`src/hdl/rrb_pkg.sv`:
```
// Shared types and constants for the rotating bilinear resampler.
// Depends on nothing; every other file of the block imports it.
package rrb_pkg;

	localparam int GREY_W      = 15;
	localparam int FRAC_W      = 8;
	localparam int WGT_W       = FRAC_W + 1;
	localparam int GAIN_W      = 16;
	localparam int DATA_W      = 32;
	localparam int CFG_AW      = 5;
	localparam int NUM_BANKS   = 4;
	localparam int ONE         = 256;
	localparam int ROUND_ADD   = 32767;
	localparam int BLEND_SHIFT = 16;
	localparam int PROD1_W     = GREY_W + WGT_W;
	localparam int PROD2_W     = PROD1_W + WGT_W;
	localparam int SUM_W       = PROD2_W + 2;

	typedef logic [2:0] reg_idx_t;

	localparam reg_idx_t REG_LINE_GAIN_LINE = 3'd0;
	localparam reg_idx_t REG_LINE_GAIN_COL  = 3'd1;
	localparam reg_idx_t REG_COL_GAIN_LINE  = 3'd2;
	localparam reg_idx_t REG_COL_GAIN_COL   = 3'd3;
	localparam reg_idx_t REG_ORIGIN_LINE    = 3'd4;
	localparam reg_idx_t REG_ORIGIN_COL     = 3'd5;
	localparam reg_idx_t REG_BACKGROUND     = 3'd6;

	// Mapping gains and background grey.
	typedef struct packed {
		logic signed [GAIN_W-1:0] lgl;
		logic signed [GAIN_W-1:0] lgc;
		logic signed [GAIN_W-1:0] cgl;
		logic signed [GAIN_W-1:0] cgc;
		logic [GREY_W-1:0]        bg;
	} cfg_t;

	// Control leaving the mapping pipeline.
	typedef struct packed {
		logic              valid;
		logic              sample;
		logic [GREY_W-1:0] grey;
		logic [FRAC_W-1:0] fl;
		logic [FRAC_W-1:0] fc;
	} map_ctl_t;

	// Per-bank selection handed to the blender.
	typedef struct packed {
		logic [NUM_BANKS-1:0] in_img;
		logic [NUM_BANKS-1:0] top;
		logic [NUM_BANKS-1:0] left;
		logic [FRAC_W-1:0]    fl;
		logic [FRAC_W-1:0]    fc;
	} blend_sel_t;

endpackage

```
`src/hdl/rrb_blend.sv`:
```
// Bilinear blend of the four bank outputs: two multiplier stages, then the rounded sum.
// Depends on rrb_pkg.
module rrb_blend import rrb_pkg::*; (
	input  logic              clk,
	input  logic              adv,
	input  blend_sel_t        sel_s5,
	input  logic [GREY_W-1:0] rdata_s5 [NUM_BANKS],
	input  logic [GREY_W-1:0] bg,
	output logic [GREY_W-1:0] grey
);

	logic [GREY_W-1:0]  val   [NUM_BANKS];
	logic [WGT_W-1:0]   hw    [NUM_BANKS];
	logic [PROD1_W-1:0] m1_s6 [NUM_BANKS];
	logic [WGT_W-1:0]   vw_s6 [NUM_BANKS];
	logic [PROD2_W-1:0] m2_s7 [NUM_BANKS];
	logic [SUM_W-1:0]   sum;

	always_comb begin
		for (int b = 0; b < NUM_BANKS; b++) begin
			val[b] = sel_s5.in_img[b] ? rdata_s5[b] : bg;
			hw[b]  = sel_s5.left[b] ? (WGT_W'(ONE) - WGT_W'(sel_s5.fc)) : WGT_W'(sel_s5.fc);
		end
	end

	always_ff @(posedge clk) begin
		if (adv) begin
			for (int b = 0; b < NUM_BANKS; b++) begin
				m1_s6[b] <= PROD1_W'(val[b]) * PROD1_W'(hw[b]);
				vw_s6[b] <= sel_s5.top[b] ? (WGT_W'(ONE) - WGT_W'(sel_s5.fl))
				                          : WGT_W'(sel_s5.fl);
				m2_s7[b] <= PROD2_W'(m1_s6[b]) * PROD2_W'(vw_s6[b]);
			end
		end
	end

	// The weights sum to 65536, so the quotient always fits the grey width.
	assign sum = SUM_W'(m2_s7[0]) + SUM_W'(m2_s7[1]) + SUM_W'(m2_s7[2])
	           + SUM_W'(m2_s7[3]) + SUM_W'(ROUND_ADD);
	assign grey = sum[BLEND_SHIFT+GREY_W-1:BLEND_SHIFT];

endmodule

```
`config.mk`:
```
export PLATFORM = sky130hd
export DESIGN_NAME = rrb_blend
export DESIGN_NICKNAME = d
export VERILOG_FILES = /design/src/hdl/rrb_pkg.sv /design/src/hdl/rrb_blend.sv
export SDC_FILE = /design/constraint.sdc
export NUM_CORES = 2
export LEC_CHECK = 0
export BUFFER_PORTS_ARGS = -buffer_cell sky130_fd_sc_hd__buf_2
export CORE_UTILIZATION = 41
export DETAILED_ROUTE_END_ITERATION = 6
export PLACE_DENSITY = 0.67
export REMOVE_ABC_BUFFERS = 1
export SETUP_SLACK_MARGIN = 0.1
export SKIP_CTS_REPAIR_TIMING = 1
export SYNTH_ARGS = -nofsm -noshare
export SYNTH_HDL_FRONTEND = slang
export SYNTH_SLANG_ARGS = --single-unit
```
`constraint.sdc`:
```
create_clock -name clk -period 10.05 [get_ports clk]
set_input_delay 0.5025 -clock clk [delete_from_list [all_inputs] [get_ports clk]]
set_output_delay 0.5025 -clock clk [all_outputs]
set_load 0.01 [all_outputs]
```
==> flow_summary.json <==
{
  "io-pin-count": 120,
  "setup_tns_ps": 0,
  "antenna_found_initial": 7,
  "crit_path_end_kind": "flip-flop",
  "vias": 38657,
  "worstSkewPairLatency_ps": 560,
  "status": "complete, no violations",
  "num_rows": 132,
  "max_cap_violations": 0,
  "avgSynthCellArea_sq_um": 9.22,
  "drc": 0,
  "dp_hpwl_mm": 113,
  "grt_max_degree": 115,
  "core_sq_mm": 0.130,
  "grt_pass1_vias": 40715,
  "htree_levels": 2,
  "clock_skew_ps": 29.4,
  "area_growth_syn_to_layout_pct": 6.04,
  "fmax_mhz": 135,
  "cts_made_buffers": 34,
  "synth_top_family_by_area": "adder cells",
  "multi_input_area_sq_mm": 0.0409,
  "synthMuxAreaShare_pct": 2.26,
  "start_util_pct": 41.4,
  "synth_cells": 5841,
  "synth_enable_flop_cells": 253,
  "cp-startpoint": "sel_s5[0]",
  "cts_max_path_buffers": 3,
  "ys_types": 60,
  "cp_num_buf_inv": 4,
  "routed_wl_mm": 134,
  "cp-start-kind": "input pin",
  "synthFlopType": "edfxtp_1",
  "grt_setup_unrepaired": "false",
  "drt_iter0_drc": 2428,
  "synth_seq_cells": 253,
  "worst_path_most_repeated_cell": "fa_1",
  "yosysSeqAreaShare_pct": 14.1,
  "fillers": 12594,
  "min_period_ps": 7390,
  "finalSetupViolCount": 0,
  "crit_path_top_delay_cell": "xor2_1",
  "crit_type": "in2reg",
  "drive_gt1_share_pct": 4.79,
  "final_cell_mix": "1,195 x inv_1, 1,042 x fa_1, 862 x nand2_1",
  "fin_crit_sh_pct": 73.5,
  "portBuffers": 119,
  "synth_top_area_cell": "fa_1",
  "grt_pass1_wl_mm": 219,
  "hold_class": "in2reg",
  "gr-max-usage-layer": "met2",
  "dr.pass1.iters": 7,
  "design.die.area_sq_mm": 0.133,
  "cts_tree": "yes",
  "cpPeakStageDelay_ps": 1060,
  "synth_adder_area_share_pct": 48.5,
  "cp.arrival_ps": 7680,
  "synth.area.top_cells": "fa_1 39%, edfxtp_1 14%, ha_1 9.8%",
  "ys_warn_count": 0,
  "grt_use_met2_pct": 34.0,
  "yosys.area_share.simple_pct": 15.9,
  "drtAntennaViolNets": 0,
  "grtUsageMet1_pct": 28.8,
  "max-slew-margin-rel_pct": 7.53,
  "worst_slew_pin_slew_ps": 1380,
  "grt_usage_pct": 20.8,
  "drv_slew": 0,
  "viasPerCell": 5.12,
  "ys_async_sr_fraction_pct": 0,
  "die_width_um": 364,
  "gp_congestion": 0.916,
  "grt_util_met3_pct": 2.46,
  "netlist_area_sq_mm": 0.0539,
  "cts.clk_slew.worst_paths_ps": 60,
  "rr_startpoint": "vw_s6[1][0]$_DFFE_PP_",
  "clock-sinks": 253,
  "cp_top_family": "adder cells",
  "worst-endpoint-required_ps": 10340,
  "crit_fanout": 17,
  "nets": 7352,
  "yosys.area.top_type_share_pct": 38.7,
  "synth_xor_area_share_pct": 3.98,
  "hold_viol_final": 0,
  "die_y_um": 364,
  "regArea_sq_mm": 0.00760,
  "layout_commonest_cell": "inv_1",
  "grt_overflow_total": 0,
  "path_cells": "buf_2, or3_1, or3_1, or3_1, nand2_1, xor2_1, or2_2, fa_1, fa_1, inv_1, fa_1, inv_1, fa_1, inv_1, ha_1, a21o_1, a21oi_1, o32ai_1, o211a_1, o21a_1, o21ai_0, a21oi_1, a221oi_1, xnor2_1",
  "hold_start": "sel_s5[8]",
  "cts_root_buffer": "clkbuf_16",
  "synth-compound-area-share_pct": 5.26,
  "wl_per_cell_um": 17.7
}
-- flip-flops by register name, summed over array words and instances (netlist names) --
name and cells:
m2_s7 124, m1_s6 96, vw_s6 33
-- worst paths after layout --
path	to	slack, ps	cells after the start
hold / removal	vw_s6[1][0]$_DFFE_PP_	190	1
setup / recovery	m1_s6[1][23]$_DFFE_PP_	2660	24
hold reg to reg	m2_s7[3][0]$_DFFE_PP_	860	1
setup reg to reg	m2_s7[1][27]$_DFFE_PP_	3280	17
-- cell type report --
type / instances / share of cell area, %
diodes: 3 / 0.0131
clock buffers: 41 / 1.57
clock inverters: 19 / 0.429
inverters: 1196 / 7.86
multi-input cells: 4150 / 71.6
flip-flops and latches: 253 / 13.3
well taps: 1742 / 3.82
repair buffers: 149 / 1.45
-- layer usage --
layer | part of all wire [%] | wire length, um
met5 | 0.011 | 15
met4 | 3.2 | 4340
met3 | 6.6 | 8780
met2 | 46 | 61600
met1 | 44 | 59200
-- cells by family (layout without fill, tap and decap cells) --
logic type / after synthesis / in the layout
compound gates: 443 / 443
other cells: 0 / 3
xor+xnor: 245 / 245
buf+inv: 1438 / 1405
mux: 115 / 115
fa+ha+maj: 1463 / 1463
flops: 253 / 253
simple gates: 1884 / 1884
-- through the flow --
stage / area (sq um) / utilization, % / hold slack [ps] / worst slack [ps] / instances
6_report: 57100 / 43.9 / 191 / 2660 / 7553
2_1_floorplan: 53000 / - / 601 / 3360 / 5599
5_1_grt: 57100 / 43.9 / 170 / 2400 / 7550
4_1_cts: 57100 / 43.9 / 156 / 2790 / 7550
3_5_place_dp: 56000 / 43.1 / 733 / 2210 / 7490
3_3_place_gp: 56000 / 43.1 / 734 / 2340 / 7490
-- synth_stat cells (35+ instances only) --
cell / instances
inv_1: 1195
o21ai_0: 81
mux2i_1: 63
nor2_1: 404
edfxtp_1: 253
mux2_2: 52
clkbuf_1: 203
buf_1: 35
a21o_1: 68
fa_1: 1042
nand3_1: 49
nor3_1: 40
xnor2_1: 180
and2_1: 335
nand2_1: 862
xor2_1: 65
a21oi_1: 147
ha_1: 421
nand2b_1: 63
-- worst register-to-register path, stage by stage, from the launching register on --
cell and delay [ps]:
edfxtp_1 320, buf_4 460, buf_4 700, nand2_1 200
fa_1 580, inv_1 50, fa_1 490, inv_1 60
fa_1 530, inv_1 50, fa_1 440, ha_1 340
nand2_1 100, o21ai_0 570, a21oi_1 220, o21ai_0 680
a21oi_1 260, a311o_1 460
Power is left out: the tool's default activity adds up to more than one toggle a clock period on the data nets, which glitch-free logic cannot reach.
