[src/hdl/rrb_pkg.sv]
// Shared types and constants for the rotating bilinear resampler.
// Depends on nothing; every other file of the block imports it.
package rrb_pkg;

	localparam int GREY_W      = 15;
	localparam int FRAC_W      = 8;
	localparam int WGT_W       = FRAC_W + 1;
	localparam int GAIN_W      = 16;
	localparam int DATA_W      = 32;
	localparam int CFG_AW      = 5;
	localparam int NUM_BANKS   = 4;
	localparam int ONE         = 256;
	localparam int ROUND_ADD   = 32767;
	localparam int BLEND_SHIFT = 16;
	localparam int PROD1_W     = GREY_W + WGT_W;
	localparam int PROD2_W     = PROD1_W + WGT_W;
	localparam int SUM_W       = PROD2_W + 2;

	typedef logic [2:0] reg_idx_t;

	localparam reg_idx_t REG_LINE_GAIN_LINE = 3'd0;
	localparam reg_idx_t REG_LINE_GAIN_COL  = 3'd1;
	localparam reg_idx_t REG_COL_GAIN_LINE  = 3'd2;
	localparam reg_idx_t REG_COL_GAIN_COL   = 3'd3;
	localparam reg_idx_t REG_ORIGIN_LINE    = 3'd4;
	localparam reg_idx_t REG_ORIGIN_COL     = 3'd5;
	localparam reg_idx_t REG_BACKGROUND     = 3'd6;

	// Mapping gains and background grey.
	typedef struct packed {
		logic signed [GAIN_W-1:0] lgl;
		logic signed [GAIN_W-1:0] lgc;
		logic signed [GAIN_W-1:0] cgl;
		logic signed [GAIN_W-1:0] cgc;
		logic [GREY_W-1:0]        bg;
	} cfg_t;

	// Control leaving the mapping pipeline.
	typedef struct packed {
		logic              valid;
		logic              sample;
		logic [GREY_W-1:0] grey;
		logic [FRAC_W-1:0] fl;
		logic [FRAC_W-1:0] fc;
	} map_ctl_t;

	// Per-bank selection handed to the blender.
	typedef struct packed {
		logic [NUM_BANKS-1:0] in_img;
		logic [NUM_BANKS-1:0] top;
		logic [NUM_BANKS-1:0] left;
		logic [FRAC_W-1:0]    fl;
		logic [FRAC_W-1:0]    fc;
	} blend_sel_t;

endpackage

[src/hdl/rrb_map.sv]
// Four-stage coordinate mapping: origin offset, gain products, sums, floor and fraction.
// Depends on rrb_pkg.
module rrb_map import rrb_pkg::*; #(
	parameter int COORD_BITS = 12,
	localparam int WW = COORD_BITS + 11
) (
	input  logic                         clk,
	input  logic                         arst_n,
	input  logic                         adv,
	input  logic                         in_valid,
	input  logic                         cmd,
	input  logic signed [COORD_BITS-1:0] line,
	input  logic signed [COORD_BITS-1:0] col,
	input  logic [GREY_W-1:0]            grey_in,
	input  cfg_t                         cfg,
	input  logic signed [COORD_BITS-1:0] origin_line,
	input  logic signed [COORD_BITS-1:0] origin_col,
	output map_ctl_t                     ctl_s4,
	output logic signed [WW-1:0]         lq_s4,
	output logic signed [WW-1:0]         cq_s4
);

	localparam int DW = COORD_BITS + 1;
	localparam int PW = DW + GAIN_W;
	localparam int SW = PW + 1;

	logic valid_s1, valid_s2, valid_s3, valid_s4;

	logic                         cmd_s1, cmd_s2, cmd_s3, cmd_s4;
	logic [GREY_W-1:0]            grey_s1, grey_s2, grey_s3, grey_s4;
	logic signed [COORD_BITS-1:0] line_s1, line_s2, line_s3;
	logic signed [COORD_BITS-1:0] col_s1, col_s2, col_s3;
	logic signed [DW-1:0]         dl_s1, dc_s1;
	logic signed [PW-1:0]         pll_s2, plc_s2, pcl_s2, pcc_s2;
	logic signed [SW-1:0]         l_s3, c_s3;
	logic [FRAC_W-1:0]            fl_s4, fc_s4;
	logic signed [WW-1:0]         whole_l, whole_c;

	always_ff @(posedge clk or negedge arst_n) begin
		if (!arst_n) begin
			valid_s1 <= 1'b0;
			valid_s2 <= 1'b0;
			valid_s3 <= 1'b0;
			valid_s4 <= 1'b0;
		end else if (adv) begin
			valid_s1 <= in_valid;
			valid_s2 <= valid_s1;
			valid_s3 <= valid_s2;
			valid_s4 <= valid_s3;
		end
	end

	// Floor of the Q8 position is an arithmetic shift; the low byte is the fraction.
	assign whole_l = WW'($signed(l_s3[SW-1:FRAC_W])) + WW'(origin_line);
	assign whole_c = WW'($signed(c_s3[SW-1:FRAC_W])) + WW'(origin_col);

	always_ff @(posedge clk) begin
		if (adv) begin
			cmd_s1  <= cmd;
			grey_s1 <= grey_in;
			line_s1 <= line;
			col_s1  <= col;
			dl_s1   <= DW'(line) - DW'(origin_line);
			dc_s1   <= DW'(col) - DW'(origin_col);

			cmd_s2  <= cmd_s1;
			grey_s2 <= grey_s1;
			line_s2 <= line_s1;
			col_s2  <= col_s1;
			pll_s2  <= PW'(dl_s1) * PW'($signed(cfg.lgl));
			plc_s2  <= PW'(dc_s1) * PW'($signed(cfg.lgc));
			pcl_s2  <= PW'(dl_s1) * PW'($signed(cfg.cgl));
			pcc_s2  <= PW'(dc_s1) * PW'($signed(cfg.cgc));

			cmd_s3  <= cmd_s2;
			grey_s3 <= grey_s2;
			line_s3 <= line_s2;
			col_s3  <= col_s2;
			l_s3    <= SW'(pll_s2) + SW'(plc_s2);
			c_s3    <= SW'(pcl_s2) + SW'(pcc_s2);

			// A load carries its own pixel position in the same registers.
			cmd_s4  <= cmd_s3;
			grey_s4 <= grey_s3;
			lq_s4   <= cmd_s3 ? whole_l : WW'(line_s3);
			cq_s4   <= cmd_s3 ? whole_c : WW'(col_s3);
			fl_s4   <= l_s3[FRAC_W-1:0];
			fc_s4   <= c_s3[FRAC_W-1:0];
		end
	end

	assign ctl_s4.valid  = valid_s4;
	assign ctl_s4.sample = cmd_s4;
	assign ctl_s4.grey   = grey_s4;
	assign ctl_s4.fl     = fl_s4;
	assign ctl_s4.fc     = fc_s4;

endmodule

[config.mk]
export PLATFORM = sky130hd
export DESIGN_NAME = rrb_map
export DESIGN_NICKNAME = d
export VERILOG_FILES = /design/src/hdl/rrb_pkg.sv /design/src/hdl/rrb_map.sv
export SDC_FILE = /design/constraint.sdc
export NUM_CORES = 2
export LEC_CHECK = 0
export BUFFER_PORTS_ARGS = -buffer_cell sky130_fd_sc_hd__buf_2
export CAP_MARGIN = 20
export CELL_PAD_IN_SITES_DETAIL_PLACEMENT = 0
export CELL_PAD_IN_SITES_GLOBAL_PLACEMENT = 2
export CORE_ASPECT_RATIO = 0.9
export CORE_UTILIZATION = 47
export CTS_BUF_LIST = sky130_fd_sc_hd__clkbuf_4 sky130_fd_sc_hd__clkbuf_8
export DETAILED_ROUTE_END_ITERATION = 8
export PLACE_DENSITY = 0.95
export SYNTH_ARGS = -nofsm -noshare
export SYNTH_HDL_FRONTEND = slang
export SYNTH_SLANG_ARGS = --single-unit
[constraint.sdc]
create_clock -name clk -period 18.7 [get_ports clk]
set_clock_uncertainty 0.1 [all_clocks]
set_input_delay 2.805 -clock clk [delete_from_list [all_inputs] [get_ports clk]]
set_output_delay 2.805 -clock clk [all_outputs]
set_load 0.02 [all_outputs]
==> reports/summary.json <==
{
  "total_negative_slack_for_setup_checks_ns": 0,
  "cts_tree": "yes",
  "post-route-min-period_ns": 8.624,
  "cp_cell_sequence": "buf_2, and2_1, fa_1, inv_1, fa_1, inv_1, fa_1, fa_1, fa_1, fa_1, ha_1, a21o_1, a21oi_1, o21ai_0, a21o_1, a41oi_1, o31ai_1, a21oi_1, o21ai_0, a211oi_1",
  "multiInputGateArea_mm2": 0.03239,
  "cp_slowest_stage_delay_ns": 0.58,
  "max-slew-margin-rel": 0.3070,
  "initial_utilization": 0.4745,
  "synth_top_family_by_area": "adder cells",
  "layoutNonFillerInstCount": 6184,
  "wirelength_um": 107700,
  "drt_drc_violations_left": 0,
  "critical-path-top-delay-family": "adder cells",
  "grt_max_degree": 115,
  "detailedRoute.firstPassIterationCount": 6,
  "tightest_slew_ns": 1.040,
  "result_of_the_run": "completed",
  "route.antenna.remaining_nets": 0,
  "gr-total-overflow": 0,
  "sequential_area_share_after_synthesis": 0.2507,
  "vertical_extent_of_the_die_um": 306.1,
  "cts_buffers": 73,
  "layout-drive-gt1-share": 0.08159,
  "worstPathRequired_ns": 18.99,
  "dieWidth_um": 339.9,
  "critical-path-top-cell-by-count": "sky130_fd_sc_hd__fa_1",
  "areaGrowthSynthToFinish_pct": 8.317,
  "unrepaired_setup_endpoints_after_global_routing": "false",
  "post_synth_inst_count": 4596,
  "cts_setup_buffers": 0,
  "yosysWarnings": 0,
  "synthesis.area_mm2": 0.04831,
  "synth-edff-count": 400,
  "drt_iter0_drc": 2090,
  "hold_buffers": 0,
  "fillers": 9274,
  "holdCritPathClass": "reg -> reg",
  "synth_compound_gate_area_share": 0.06895,
  "synthDistinctLibCells": 69,
  "worstSkewPairLatency_ns": 0.66,
  "crit_arrival_ns": 8.91,
  "synth_xor_area_frac": 0.03626,
  "coreArea_mm2": 0.1018,
  "min_period_over_period": 0.4612,
  "critical_path_class": "in -> reg",
  "report.final.hold_viol_count": 0,
  "layout.area.seq_mm2": 0.01211,
  "synth_area_per_cell_um2": 10.51,
  "ys_async_rst_share": 0.009901,
  "critPathLaunchType": "input pin",
  "synth_top_flop_cell": "sky130_fd_sc_hd__edfxtp_1",
  "synth_seq_cells": 404,
  "post_synthesis_share_of_cell_area_spent_on_full_adders_half_adders_and_majority_gates": 0.4340,
  "setup_viol": 0,
  "route.detailed.wl_per_inst_um": 17.42,
  "number_of_antenna_violations_at_the_first_check_in_global_routing": 19,
  "grt_pass1_vias": 33222,
  "cell_type_of_the_slowest_stage_on_the_worst_timing_path": "sky130_fd_sc_hd__fa_1",
  "timing.fmax_mhz": 116.0,
  "groute.usage.overall": 0.2149,
  "max_cap_violations": 0,
  "synth_fp_nets": 5947,
  "buffer_ports.inserted": 210,
  "post_synth_simple_gate_area": 0.1247,
  "crit_path_max_fanout": 13,
  "clock_path_buffers": 3,
  "clock-sinks": 404,
  "number_of_pins_exceeding_their_max_slew_limit_in_the_final_report": 0,
  "cts.repair.resized": 0,
  "nets": 6113,
  "core.rowCount": 111,
  "dp.final_hpwl_um": 85050,
  "crit_path_end_kind": "flip-flop",
  "grt_first_pass_wirelength_um": 177600,
  "path_buf_inv": 3,
  "placed_cell_count": 6043,
  "global_placement_routability_congestion": 0.8601,
  "fraction_of_synthesized_area_in_multiplexers": 0.006631,
  "worst_setup_hold_path_clk_slew_ns": 0.06,
  "ioPinCount": 226,
  "fp.dieArea_mm2": 0.1041,
  "ctsRootBufferMaster": "sky130_fd_sc_hd__clkbuf_8",
  "htree_levels": 3,
  "route.vias.total": 32123,
  "viasPerCell": 5.195
}
## per-layer routing
layer	share of wire	global-route usage	up-vias	wire [um]
li1	-	-	14949	-
met2	0.47	0.3497	765	50670
met4	0.020	0.04829	2	2207
met3	0.052	0.02567	125	5631
met1	0.46	0.3080	16282	49210
met5	0.00012	0	-	13
## cell usage in the layout, fill, tap and decap left out, types with 8 or more instances in the layout
master / Yosys / routed
sky130_fd_sc_hd__a211oi_1: 14 / 14
sky130_fd_sc_hd__a21boi_0: 12 / 12
sky130_fd_sc_hd__a21o_1: 89 / 89
sky130_fd_sc_hd__a21oi_1: 148 / 148
sky130_fd_sc_hd__a31oi_1: 16 / 16
sky130_fd_sc_hd__and2_1: 368 / 368
sky130_fd_sc_hd__and3_1: 14 / 14
sky130_fd_sc_hd__buf_2: 0 / 209
sky130_fd_sc_hd__buf_4: 2 / 37
sky130_fd_sc_hd__bufinv_16: 0 / 8
sky130_fd_sc_hd__clkbuf_4: 0 / 15
sky130_fd_sc_hd__clkbuf_8: 0 / 76
sky130_fd_sc_hd__clkinv_1: 2 / 24
sky130_fd_sc_hd__diode_2: 0 / 11
sky130_fd_sc_hd__edfxtp_1: 400 / 400
sky130_fd_sc_hd__fa_1: 786 / 786
sky130_fd_sc_hd__ha_1: 418 / 418
sky130_fd_sc_hd__inv_1: 853 / 853
sky130_fd_sc_hd__mux2_2: 24 / 24
sky130_fd_sc_hd__nand2_1: 501 / 501
sky130_fd_sc_hd__nand2b_1: 31 / 31
sky130_fd_sc_hd__nand3_1: 37 / 37
sky130_fd_sc_hd__nor2_1: 171 / 171
sky130_fd_sc_hd__nor2b_1: 31 / 31
sky130_fd_sc_hd__nor3_1: 39 / 39
sky130_fd_sc_hd__o211ai_1: 11 / 11
sky130_fd_sc_hd__o21a_1: 30 / 30
sky130_fd_sc_hd__o21ai_0: 92 / 92
sky130_fd_sc_hd__o21bai_1: 19 / 19
sky130_fd_sc_hd__or3_1: 12 / 12
sky130_fd_sc_hd__xnor2_1: 160 / 160
sky130_fd_sc_hd__xor2_1: 40 / 40
## synth_stat cells (all sizes together), types with 38 or more instances
master  number  area share
inv        853       0.066
fa         786        0.33
nand2      501       0.039
ha         418        0.11
edfxtp     400        0.25
and2       368       0.048
nor2       171       0.013
xnor2      160       0.029
clkbuf     151       0.012
a21oi      148       0.015
o21ai       95      0.0099
a21o        89       0.014
xor2        40      0.0073
nor3        39      0.0040
nand3       38      0.0040
## path summary, 6_finish.rpt
check,from,end,slack (ns),cells after the start
max,cfg[73],pll_s2[28]$_DFFE_PP_,10.08,20
min,col_s2[0]$_DFFE_PP_,col_s3[0]$_DFFE_PP_,0.29,0
max reg2reg,dl_s1[12]$_DFFE_PP_,pll_s2[28]$_DFFE_PP_,11.43,20
min reg2reg,col_s2[0]$_DFFE_PP_,col_s3[0]$_DFFE_PP_,0.29,0
max in group asynchronous,arst_n,valid_s1$_DFFE_PN0P_,16.55,1
min in group asynchronous,arst_n,valid_s3$_DFFE_PN0P_,1.84,1
## sequential cells by signal, indices dropped and copies added (netlist names), 23 cells and up
name	count
l_s3	30
plc_s2	29
cq_s4	23
c_s3	30
pcl_s2	29
lq_s4	23
pcc_s2	29
pll_s2	29
## stage by stage
stage,worst slack [ns],utilization,instance area [um2],hold WS (ns)
after global placement,9.496,0.4985,50750,0.3007
after global routing,9.804,0.5139,52320,0.3025
after floorplan,10.27,-,48310,0.3003
after detailed placement,9.389,0.4985,50750,0.3045
after CTS,10.09,0.5137,52300,0.2895
final,10.08,0.5140,52330,0.2927
## cells by family (layout without fill, tap and decap cells)
family,count (synthesis),in the layout
fa+ha+maj,1204,1204
buf+inv,1011,1232
compound gates,508,508
xor+xnor,200,200
mux,29,29
flops,404,404
simple gates,1240,1240
other cells,0,11
## layout make-up
type,instances,share of cell area
sequential,404,0.2315
antenna,11,0.0005261
clock inverter,39,0.007437
tap,1356,0.03242
timing repair buffer,247,0.02559
inverter,855,0.06133
multi-input combinational,3181,0.6191
clock buffer,91,0.02214
Power is not shown: default switching activity piles up to over one toggle a cycle in this logic, so the estimate is an artifact.
