**config.mk**
```make
export PLATFORM = sky130hd
export DESIGN_NAME = rrb_cfg
export DESIGN_NICKNAME = d
export VERILOG_FILES = /design/src/hdl/rrb_pkg.sv /design/src/hdl/rrb_cfg.sv
export SDC_FILE = /design/constraint.sdc
export NUM_CORES = 1
export LEC_CHECK = 0
export ABC_AREA = 1
export BUFFER_PORTS_ARGS = -buffer_cell sky130_fd_sc_hd__buf_2
export CORE_MARGIN = 2
export CORE_UTILIZATION = 40
export DETAILED_ROUTE_END_ITERATION = 7
export GPL_TIMING_DRIVEN = 0
export PLACE_DENSITY = 0.75
export SLEW_MARGIN = 20
export SYNTH_ARGS = -nofsm -noshare
export SYNTH_HDL_FRONTEND = slang
export SYNTH_SLANG_ARGS = --single-unit
```
**constraint.sdc**
```tcl
create_clock -name clk -period 0.95 [get_ports clk]
set_input_delay 0 -clock clk [delete_from_list [all_inputs] [get_ports clk]]
set_output_delay 0 -clock clk [all_outputs]
set_load 0.03 [all_outputs]
```
**src/hdl/rrb_pkg.sv**
```systemverilog
// Shared types and constants for the rotating bilinear resampler.
// Depends on nothing; every other file of the block imports it.
package rrb_pkg;

	localparam int GREY_W      = 15;
	localparam int FRAC_W      = 8;
	localparam int WGT_W       = FRAC_W + 1;
	localparam int GAIN_W      = 16;
	localparam int DATA_W      = 32;
	localparam int CFG_AW      = 5;
	localparam int NUM_BANKS   = 4;
	localparam int ONE         = 256;
	localparam int ROUND_ADD   = 32767;
	localparam int BLEND_SHIFT = 16;
	localparam int PROD1_W     = GREY_W + WGT_W;
	localparam int PROD2_W     = PROD1_W + WGT_W;
	localparam int SUM_W       = PROD2_W + 2;

	typedef logic [2:0] reg_idx_t;

	localparam reg_idx_t REG_LINE_GAIN_LINE = 3'd0;
	localparam reg_idx_t REG_LINE_GAIN_COL  = 3'd1;
	localparam reg_idx_t REG_COL_GAIN_LINE  = 3'd2;
	localparam reg_idx_t REG_COL_GAIN_COL   = 3'd3;
	localparam reg_idx_t REG_ORIGIN_LINE    = 3'd4;
	localparam reg_idx_t REG_ORIGIN_COL     = 3'd5;
	localparam reg_idx_t REG_BACKGROUND     = 3'd6;

	// Mapping gains and background grey.
	typedef struct packed {
		logic signed [GAIN_W-1:0] lgl;
		logic signed [GAIN_W-1:0] lgc;
		logic signed [GAIN_W-1:0] cgl;
		logic signed [GAIN_W-1:0] cgc;
		logic [GREY_W-1:0]        bg;
	} cfg_t;

	// Control leaving the mapping pipeline.
	typedef struct packed {
		logic              valid;
		logic              sample;
		logic [GREY_W-1:0] grey;
		logic [FRAC_W-1:0] fl;
		logic [FRAC_W-1:0] fc;
	} map_ctl_t;

	// Per-bank selection handed to the blender.
	typedef struct packed {
		logic [NUM_BANKS-1:0] in_img;
		logic [NUM_BANKS-1:0] top;
		logic [NUM_BANKS-1:0] left;
		logic [FRAC_W-1:0]    fl;
		logic [FRAC_W-1:0]    fc;
	} blend_sel_t;

endpackage

```
**src/hdl/rrb_cfg.sv**
```systemverilog
// Register file of the resampler behind an APB-style write/read port.
// Depends on rrb_pkg.
module rrb_cfg import rrb_pkg::*; #(
	parameter int COORD_BITS = 12
) (
	input  logic                         clk,
	input  logic                         arst_n,
	input  logic                         psel,
	input  logic                         penable,
	input  logic                         pwrite,
	input  logic [CFG_AW-1:0]            paddr,
	input  logic [DATA_W-1:0]            pwdata,
	output logic [DATA_W-1:0]            prdata,
	output cfg_t                         cfg,
	output logic signed [COORD_BITS-1:0] origin_line,
	output logic signed [COORD_BITS-1:0] origin_col
);

	cfg_t                         cfg_q;
	logic signed [COORD_BITS-1:0] origin_line_q;
	logic signed [COORD_BITS-1:0] origin_col_q;
	reg_idx_t                     idx;
	logic                         wr;

	assign idx = paddr[4:2];
	assign wr  = psel && penable && pwrite;

	always_ff @(posedge clk or negedge arst_n) begin
		if (!arst_n) begin
			cfg_q.lgl     <= GAIN_W'(ONE);
			cfg_q.lgc     <= '0;
			cfg_q.cgl     <= '0;
			cfg_q.cgc     <= GAIN_W'(ONE);
			cfg_q.bg      <= '0;
			origin_line_q <= '0;
			origin_col_q  <= '0;
		end else if (wr) begin
			unique case (idx)
				REG_LINE_GAIN_LINE: cfg_q.lgl     <= pwdata[GAIN_W-1:0];
				REG_LINE_GAIN_COL:  cfg_q.lgc     <= pwdata[GAIN_W-1:0];
				REG_COL_GAIN_LINE:  cfg_q.cgl     <= pwdata[GAIN_W-1:0];
				REG_COL_GAIN_COL:   cfg_q.cgc     <= pwdata[GAIN_W-1:0];
				REG_ORIGIN_LINE:    origin_line_q <= pwdata[COORD_BITS-1:0];
				REG_ORIGIN_COL:     origin_col_q  <= pwdata[COORD_BITS-1:0];
				REG_BACKGROUND:     cfg_q.bg      <= pwdata[GREY_W-1:0];
				default: ;
			endcase
		end
	end

	always_comb begin
		unique case (idx)
			REG_LINE_GAIN_LINE: prdata = {{(DATA_W-GAIN_W){1'b0}}, cfg_q.lgl};
			REG_LINE_GAIN_COL:  prdata = {{(DATA_W-GAIN_W){1'b0}}, cfg_q.lgc};
			REG_COL_GAIN_LINE:  prdata = {{(DATA_W-GAIN_W){1'b0}}, cfg_q.cgl};
			REG_COL_GAIN_COL:   prdata = {{(DATA_W-GAIN_W){1'b0}}, cfg_q.cgc};
			REG_ORIGIN_LINE:    prdata = {{(DATA_W-COORD_BITS){1'b0}}, origin_line_q};
			REG_ORIGIN_COL:     prdata = {{(DATA_W-COORD_BITS){1'b0}}, origin_col_q};
			REG_BACKGROUND:     prdata = {{(DATA_W-GREY_W){1'b0}}, cfg_q.bg};
			default:            prdata = '0;
		endcase
	end

	assign cfg         = cfg_q;
	assign origin_line = origin_line_q;
	assign origin_col  = origin_col_q;

endmodule

```
==> results of run 1 <==
## registers in the layout, indices dropped and copies added, names as in the netlist
name / count
origin_line: 12
cfg: 79
origin_col: 12
## per-stage QoR
step                instance area (um2)  hold slack (ns)  total power (W)
CTS                                7990          0.00762           0.0162
global placement                   6470            0.299           0.0109
floorplan                          5560           -0.296          0.00908
detailed placement                 6510          -0.0636           0.0110
global route                       8420           0.0161           0.0176
finish                             8420          -0.0106           0.0170
## worst max path at each step
| stage | from | end | slack, ns |
|---|---|---|---|
| CTS | cfg[41]$_DFFE_PN0P_ | prdata[10] | -0.37 |
| global placement | arst_n | cfg[44]$_DFFE_PN0P_ | -1.26 |
| finish | cfg[41]$_DFFE_PN0P_ | prdata[10] | -0.42 |
| global route | cfg[23]$_DFFE_PN1P_ | prdata[8] | -0.41 |
| floorplan | cfg[4]$_DFFE_PN0P_ | prdata[4] | 0.0008 |
| detailed placement | paddr[4] | prdata[11] | -0.26 |
## layout by cell type, fill, tap and decap left out, drive strengths merged
cell / n
buf: 261
nand2: 257
o21ai: 103
dfrtp: 101
nand4: 60
nor2: 47
nand3: 34
clkbuf: 25
conb: 16
inv: 16
dlygate4sd3: 14
clkinv: 5
dfstp: 2
## area by class of cell
cell class | count | area, um2 | area share
buffer | 68 | 478 | 0.0568
clock buffer | 11 | 253 | 0.0300
clock inverter | 5 | 32.5 | 0.00386
inverter | 16 | 72.6 | 0.00862
multi-input combinational | 517 | 2570 | 0.305
sequential | 103 | 2580 | 0.306
tap | 176 | 220 | 0.0262
timing repair buffer | 221 | 2210 | 0.263
## where the power goes
group | switching, W | internal (W) | total [W]
clock | 0.00171 | 0.00192 | 0.00363
sequential | 0.000780 | 0.00524 | 0.00602
combinational | 0.00421 | 0.00318 | 0.00740
total | 0.00671 | 0.0103 | 0.0170
## synthesized netlist by cell type, types with 2 or more instances
| master | instances | area (um2) |
|---|---|---|
| o21ai_0 | 99 | 495 |
| nor2_4 | 3 | 33.8 |
| dfrtp_1 | 101 | 2530 |
| nor2_8 | 4 | 80.1 |
| nand4_1 | 60 | 375 |
| clkbuf_1 | 13 | 48.8 |
| inv_4 | 2 | 12.5 |
| nand3_4 | 5 | 87.6 |
| dfstp_2 | 2 | 52.6 |
| nand2_1 | 255 | 957 |
| nor2_1 | 39 | 146 |
| buf_4 | 28 | 210 |
| inv_1 | 13 | 48.8 |
| o21ai_1 | 4 | 20.0 |
| nand3_1 | 29 | 145 |
| buf_6 | 12 | 135 |
| buf_2 | 12 | 60.1 |
## worst max-delay path: cells and delay by family (launching register included)
family / cells / cell delay, ns
DFF: 1 / 0.42
and+or+nand+nor: 4 / 0.44
buffers and inverters: 1 / 0.15
## timing repair
action / in CTS / in global routing
setup buffers: 46 / 34
hold buffers: 14 / 0
resized for setup: 225 / 118
endpoints found under the hold margin: 160 / 0
pin swaps: 38 / 16
endpoints found under the setup margin: 66 / 106
## metal layers
metal | track usage | part of all wire | up-vias
met5 | 0 | 0 | -
met4 | 0.135 | 0.050 | 0
met3 | 0.0602 | 0.11 | 78
met2 | 0.454 | 0.46 | 466
met1 | 0.387 | 0.38 | 2831
li1 | - | - | 2756
## logic make-up (layout without fill, tap and decap cells)
family,count (synthesis),after routing
compound gates,103,103
buf+inv,84,321
flops,103,103
other cells,1,16
simple gates,398,398
==> metrics.md, run 1 <==
| Metric | Value |
|---|---|
| Status | `finished, violations left` |
| Failing checks | `hold timing, setup timing` |
| RePlAce Congestion | `0.940` |
| Min cycle time layout | `1.37 ns` |
| CP peak stage delay | `0.42 ns` |
| Htree depth | `3` |
| Max Cap Viol | `0` |
| Grt ovf | `0` |
| Initial antenna violation count | `0` |
| Post-Synth Adder-Cell Area | `0` |
| Worst-skew pair later-pin latency | `0.35 ns` |
| RSZ-0062 raised after global routing | `yes` |
| Worst slew pin tran | `0.608 ns` |
| Remaining antenna violation count | `0` |
| DRT Pass-1 Iters | `5` |
| Fin worst setup slack | `-0.417 ns` |
| CTS root buf | `clkbuf_16` |
| WS Path Type | `register to output port` |
| CTS clk-pin slew, worst paths | `0.08 ns` |
| WHS Endpoint | `origin_line[7]$_DFFE_PN0P_` |
| Vias in the first global route | `5651` |
| Final core occ | `0.631` |
| Critical Path Source Type | `register` |
| Final Non-Filler Cells | `1117` |
| Final Hold Vio Count | `3` |
| Slew Limit Fails | `0` |
| Max Root-Sink Buffers | `2` |
| Xor/xnor share of the synthesized area | `0` |
| Final hold slack | `-0.0106 ns` |
| CTS buffer count | `9` |
| Sequential area share after synthesis | `0.469` |
| Worst reg2reg setup slack | `0.02 ns` |
| P per Cell Area | `2020 mW/mm2` |
| Total GRT Usage | `0.290` |
| Critical Path Most Common Cell | `nand2_2` |
| Crit-path cells | `nand4_1, nand2_2, nor2_2, nand2_2, buf_6` |
| # IOs | `177` |
| Final setup TNS | `-10.46 ns` |
| Place WS | `-0.263 ns` |
| RR Endpoint | `cfg[41]$_DFFE_PN0P_` |
| Fin crit share | `1.44` |
| Mapped Area | `0.00550 mm2` |
| Async SR Flop Fraction | `1.00` |
| Via count | `6131` |
| FILL cells | `1107` |
| First-pass GRT wire length | `32.1 mm` |
| # diodes | `0` |
| Worst endpoint required time | `0.95 ns` |
| Drt total wl | `21.5 mm` |
| Final setup fails | `70` |
| Mux cell area share after synthesis | `0` |
| LEAKAGE | `4.43 nW` |
| Worst path arrival time | `1.37 ns` |
| Maximum VDD drop | `1.09 mV` |
| Pin count of the biggest net entering global routing | `64` |
| DP HPWL | `14.7 mm` |
| Die area | `0.0147 mm2` |
| Layout cell share with drive strength beyond 1 | `0.361` |
| Worst-path maximum fanout | `2` |
| Fmax | `732 MHz` |
| Number of port buffers | `139` |
| Sink Count | `103` |
| # nets final | `978` |
| Die Y-Extent | `121 um` |
| RR Startpoint | `cfg[41]$_DFFE_PN0P_` |
| Compound-Gate Fraction of Synth Area | `0.0937` |
| Main flop type after synthesis | `dfrtp_1` |
| Worst Hold Class | `primary input to register` |
| Row cnt | `42` |
| Vias per inst | `5.49` |
| Initial core utilization | `0.412` |
| Setup crit end kind | `output port` |
| Largest family of logic cells by synthesized area | `simple AND/OR/NAND/NOR gates` |
| Post-Syn Area per Cell | `7.98 um2` |
| Slowest-stage cell, CP | `dfrtp_1` |
| Yosys warns | `0` |
| Core ar. | `0.0133 mm2` |
| Min-delay src | `pwdata[7]` |
| Synthesized flop and latch total | `103` |
| Layout overhead on the synthesized area | `53.1%` |
| Slew margin rel. | `0.595` |
| Netlist cell types | `25` |
| CTS tree | `done` |
| Post-synthesis simple-gate area fraction | `0.336` |
| R2R depth | `4` |
| Wire per inst | `19.3 um` |
| Clock Skew | `0 ns` |
| DRC errors left | `0` |
| Dpl cells | `1020` |
| EDFF count, synth | `0` |
| Die width | `121 um` |
| Cells after Synth | `689` |
| Iter 0 DRT Violations | `594` |
| Worst hold stages | `3` |
No activity file was read; power rests on OpenSTA's default activity.
==> run 2, diff against run 1 <==
- BUFFER_PORTS_ARGS: -buffer_cell sky130_fd_sc_hd__buf_2 -> -buffer_cell sky130_fd_sc_hd__clkbuf_2
==> run 2 against run 1 <==
  * The flow finishes with violations (setup timing)
  * Die area unchanged
  * Routed wire length is 7.6% higher
  * Clock power is 5% higher
  * Worst setup slack got worse by 0.039 ns
  * Critical path depth did not move
  * Maximum frequency down 2.8%
  * Total power grew 6.4%
  * Count of clock-buffer cells in the layout increased by 2
  * Flip-flop and latch count is the same
  * Critical path type unchanged
  * Largest power group unchanged
==> metrics.md, run 2 (synthesis results as in run 1) <==
| Metric | Value |
|---|---|
| Min cycle time layout | `1.41 ns` |
| Iter 0 DRT Violations | `744` |
| Final Cell Area | `0.00882 mm2` |
| Grt ovf | `0` |
| DRC errors left | `0` |
| CTS root buf | `clkbuf_16` |
| Slowest-stage cell, CP | `dfrtp_1` |
| Via count | `6414` |
| RR Startpoint | `cfg[33]$_DFFE_PN0P_` |
| WS Path Type | `register to output port` |
| Worst-skew pair later-pin latency | `0.36 ns` |
| CP peak stage delay | `0.43 ns` |
| Status | `finished, violations left` |
| P per Cell Area | `2060 mW/mm2` |
| CTS clk-pin slew, worst paths | `0.07 ns` |
| Failing checks | `setup timing` |
| FILL cells | `1002` |
| Layout overhead on the synthesized area | `60.4%` |
| Drt total wl | `23.2 mm` |
| Critical path's top delay family | `simple AND/OR/NAND/NOR gates` |
| Sw power | `0.00697 W` |
| CP Launch Point | `cfg[42]$_DFFE_PN0P_` |
| # IOs | `177` |
| Worst-path maximum fanout | `2` |
| Crit path buf inv count | `1` |
| Most common cell after layout, fill and taps aside | `nand2_1` |
| # nets final | `982` |
| Crit-path cells | `nand4_1, nand2_1, nor2_4, nand2_1, clkbuf_8` |
| Slew Limit Fails | `0` |
| Max Root-Sink Buffers | `2` |
| Vias in the first global route | `5936` |
| Slew margin rel. | `0.589` |
| Fin worst setup slack | `-0.456 ns` |
| DP Area | `0.00651 mm2` |
| Htree depth | `3` |
| Max Cap Viol | `0` |
| DP HPWL | `14.6 mm` |
| Total GRT Usage | `0.302` |
| Die Y-Extent | `121 um` |
| Worst path arrival time | `1.41 ns` |
| Layout cell share with drive strength beyond 1 | `0.380` |
| Comb power frac | `0.458` |
| DRT Pass-1 Iters | `6` |
| CTS tree | `done` |
| Clock power frac | `0.210` |
| Core ar. | `0.0133 mm2` |
| Most frequent cells in the layout | `nand2_1, dfrtp_1, o21ai_0` |
| Final setup fails | `81` |
| First-pass GRT wire length | `33.5 mm` |
| Switch share | `0.384` |
| Maximum VDD drop | `1.03 mV` |
| Row cnt | `42` |
| Clock Skew | `0 ns` |
| Worst endpoint required time | `0.95 ns` |
| Die width | `121 um` |
| Sink Count | `103` |
| # diodes | `0` |
| Critical Path Source Type | `register` |
| Remaining antenna violation count | `0` |
| Setup crit end kind | `output port` |
| Wire per inst | `20.7 um` |
| Pin count of the biggest net entering global routing | `53` |
| RSZ-0062 raised after global routing | `yes` |
| Initial core utilization | `0.412` |
| Critical Path Most Common Cell | `nand2_1` |
| Number of port buffers | `139` |
| Min-delay src | `pwdata[0]` |
| Cell internal pwr | `0.0112 W` |
| Worst Hold Class | `primary input to register` |
| Worst slew pin tran | `0.617 ns` |
| Fmax | `711 MHz` |
| Largest register FFs | `79` |
| Die area | `0.0147 mm2` |
| Final Hold Vio Count | `0` |
| Final setup TNS | `-11.99 ns` |
| Power share of the sequential group | `0.332` |
| CTS buffer count | `9` |
| LEAKAGE | `4.57 nW` |
| Vias per inst | `5.72` |
| Fin crit share | `1.48` |
| RePlAce Congestion | `0.942` |
| Initial antenna violation count | `0` |
run 2: cell types whose count changed in the layout (fill, tap and decap cells not counted), sizes merged:
cell / change
clkbuf: +43
dlygate4sd3: -9
bufinv: +1
clkinvlp: +2
buf: -28
clkinv: -5
run 2: final timing paths:
kind	endpoint	slack, ns	depth (start not counted)
setup / recovery	prdata[11]	-0.46	5
hold / removal	cfg[63]$_DFFE_PN0P_	0.04	3
setup reg to reg	cfg[33]$_DFFE_PN0P_	-0.02	4
hold reg to reg	cfg[61]$_DFFE_PN0P_	0.54	2
max in group asynchronous	cfg[33]$_DFFE_PN0P_	0.21	3
min in group asynchronous	cfg[21]$_DFFE_PN0P_	0.15	2
run 2: power groups by stage:
stage	sequential [W]	clock, W	combinational (W)
floorplan	0.00753	0	0.00155
finish	0.00602	0.00381	0.00830
detailed placement	0.00607	0	0.00488
global placement	0.00608	0	0.00478
CTS	0.00594	0.00377	0.00708
global route	0.00608	0.00395	0.00867
run 2: cell type report:
class / instances / area, um2 / area share
plain buffers: 68 / 478 / 0.0542
clock buffers: 13 / 250 / 0.0284
clock inverters: 3 / 45.0 / 0.00511
inverters: 16 / 72.6 / 0.00823
multi-input cells: 517 / 2600 / 0.295
flip-flops and latches: 103 / 2580 / 0.292
well taps: 176 / 220 / 0.0250
repair buffers: 225 / 2570 / 0.292
run 2: layer usage:
metal	global-route usage	part of all wire
met5	0	0
met4	0.163	0.068
met3	0.0592	0.13
met2	0.466	0.45
met1	0.402	0.36
run 2: through the flow:
step	instances	utilization	total power, W	setup WS [ns]	hold slack [ns]
2_1_floorplan	704	-	0.00908	0.000766	-0.296
3_3_place_gp	1019	0.485	0.0109	-1.50	0.304
3_5_place_dp	1020	0.488	0.0110	-0.284	-0.0164
4_1_cts	1091	0.621	0.0168	-0.390	0.00470
5_1_grt	1121	0.661	0.0187	-0.452	0.0250
6_report	1121	0.661	0.0181	-0.456	0.0352
run 2: timing repair:
item	CTS	global route
hold buffers	5	0
setup endpoints to repair	90	105
pin swaps	39	25
hold endpoints to repair	70	0
resized for setup	262	195
buffers inserted	50	51
run 2: worst register-to-register path, cell delays in order, from the launching register on:
cell and delay, ns:
dfrtp_1 0.41, buf_6 0.14, buf_4 0.13, o21ai_0 0.10, nand2_1 0.07
==> run 3, diff against run 2 <==
- TNS_END_PERCENT: unset -> 50
==> run 3 against run 2 <==
  * The flow still finishes with violations (setup timing)
  * First-iteration DRC count shrank 4.2%
  * Die area is the same
  * Non-clock buffer count is the same
  * Maximum frequency grew 0.76%
  * Design area shrank 0.27%
  * Combinational power shrank 0.5%
  * Total power shrank 0.38%
  * Critical path type unchanged
  * Critical endpoint is now prdata[10]
==> metrics.md, run 3 (synthesis results as in run 1) <==
| Metric | Value |
|---|---|
| Slowest-stage cell, CP | `dfrtp_1` |
| Pin count of the biggest net entering global routing | `53` |
| DRC errors left | `0` |
| CTS clk-pin slew, worst paths | `0.08 ns` |
| Max Root-Sink Buffers | `2` |
| Vias per inst | `5.63` |
| Layout cell share with drive strength beyond 1 | `0.377` |
| Row cnt | `42` |
| Worst Hold Class | `primary input to register` |
| Die Y-Extent | `121 um` |
| Via count | `6315` |
| Setup crit end kind | `output port` |
| Critical Path Most Common Cell | `nand2_1` |
| Fin crit share | `1.47` |
| P per Cell Area | `2050 mW/mm2` |
| Iter 0 DRT Violations | `713` |
| Min cycle time layout | `1.40 ns` |
| Final Cell Area | `0.00880 mm2` |
| Worst hold stages | `3` |
| # IOs | `177` |
| Maximum VDD drop | `1.13 mV` |
| FILL cells | `1012` |
| Most frequent cells in the layout | `nand2_1, dfrtp_1, o21ai_0` |
| Slew margin rel. | `0.601` |
| Vias in the first global route | `5929` |
| Max Cap Viol | `0` |
| Critical Path Source Type | `register` |
| Status | `finished, violations left` |
| CTS root buf | `clkbuf_16` |
| # nets final | `982` |
| Total GRT Usage | `0.303` |
| Most common cell after layout, fill and taps aside | `nand2_1` |
| CP peak stage delay | `0.41 ns` |
| RePlAce Congestion | `0.942` |
| Largest register FFs | `79` |
| Number of port buffers | `139` |
| Worst-skew pair later-pin latency | `0.36 ns` |
| Grt ovf | `0` |
| DRT Pass-1 Iters | `6` |
| Htree depth | `3` |
| CTS buffer count | `9` |
| Sink Count | `103` |
| First-pass GRT wire length | `33.5 mm` |
| Fmax | `717 MHz` |
| Worst path arrival time | `1.40 ns` |
| Die area | `0.0147 mm2` |
| Crit-path cells | `nand3_1, nand2_1, nor2_2, nand2_1, clkbuf_8` |
| Remaining antenna violation count | `0` |
| RR Endpoint | `cfg[67]$_DFFE_PN0P_` |
| Min-delay src | `pwdata[11]` |
| Clock Skew | `0 ns` |
| Die width | `121 um` |
| RR Startpoint | `cfg[67]$_DFFE_PN0P_` |
| Worst-path maximum fanout | `2` |
| DP HPWL | `14.6 mm` |
| # diodes | `0` |
| R2R depth | `4` |
| Worst slew pin tran | `0.598 ns` |
| Layout overhead on the synthesized area | `60.0%` |
| WHS Endpoint | `origin_line[11]$_DFFE_PN0P_` |
| Reg area | `0.00258 mm2` |
| Initial core utilization | `0.412` |
| Wire per inst | `20.6 um` |
| Worst endpoint required time | `0.95 ns` |
| WS Path Type | `register to output port` |
| Fin worst setup slack | `-0.445 ns` |
| RSZ-0062 raised after global routing | `yes` |
| Initial antenna violation count | `0` |
| Drt total wl | `23.1 mm` |
| Place WS | `-0.284 ns` |
| Core ar. | `0.0133 mm2` |
| Final setup fails | `82` |
| DP Area | `0.00651 mm2` |
| Failing checks | `setup timing` |
| Final Hold Vio Count | `0` |
| Area occupied by multi-input gates | `0.00260 mm2` |
| Worst reg2reg setup slack | `0.01 ns` |
| Slew Limit Fails | `0` |
| CTS tree | `done` |
| LEAKAGE | `4.57 nW` |
[run 3: repair_timing]
item / in CTS / in global routing
pin swaps: 38 / 22
setup endpoints to repair: 90 / 105
resized for setup: 256 / 179
buffers inserted: 50 / 45
hold buffers: 5 / 0
endpoints found under the hold margin: 70 / 0
[run 3: area by class of cell]
type / instances / area share
flip-flops and latches: 103 / 0.293
inverters: 16 / 0.00825
clock buffers: 13 / 0.0284
repair buffers: 225 / 0.290
clock inverters: 3 / 0.00512
plain buffers: 68 / 0.0543
well taps: 176 / 0.0250
multi-input cells: 517 / 0.295
[run 3: through the flow]
step	hold slack [ns]	util	setup TNS (ns)	cells	power [W]
3_3_place_gp	0.304	0.485	-160.70	1019	0.0109
5_1_grt	0.0300	0.659	-12.67	1121	0.0186
2_1_floorplan	-0.296	-	0	704	0.00908
3_5_place_dp	-0.0164	0.488	-9.80	1020	0.0110
6_report	0.0346	0.659	-11.90	1121	0.0181
4_1_cts	0.00470	0.619	-9.79	1091	0.0168
[run 3: report_power, final]
part / internal (W) / total, W / leakage [nW] / switching, W
Combinational: 0.00377 / 0.00826 / 3.12 / 0.00449
Clock: 0.00212 / 0.00380 / 0.136 / 0.00168
Sequential: 0.00524 / 0.00600 / 1.31 / 0.000767
Total: 0.0111 / 0.0181 / 4.57 / 0.00693
[run 3: per-layer routing]
layer	part of all wire	wire length [um]	GRT usage
met5	0	0	0
met1	0.37	8530	0.406
met4	0.064	1480	0.157
met2	0.45	10500	0.461
met3	0.11	2580	0.0644
[run 3: how the worst max path moves through the flow]
| stage | start | to |
|---|---|---|
| after CTS | cfg[41]$_DFFE_PN0P_ | prdata[10] |
| after detailed placement | paddr[4] | prdata[11] |
| after floorplan | cfg[4]$_DFFE_PN0P_ | prdata[4] |
| after global placement | arst_n | cfg[43]$_DFFE_PN0P_ |
| final | cfg[73]$_DFFE_PN0P_ | prdata[10] |
| after global routing | cfg[73]$_DFFE_PN0P_ | prdata[10] |
[run 3: worst max-delay path: cells and delay by family, from the launching register on]
kind	cells	cell delay, ns
flops	1	0.41
simple gates	4	0.44
buf+inv	1	0.17
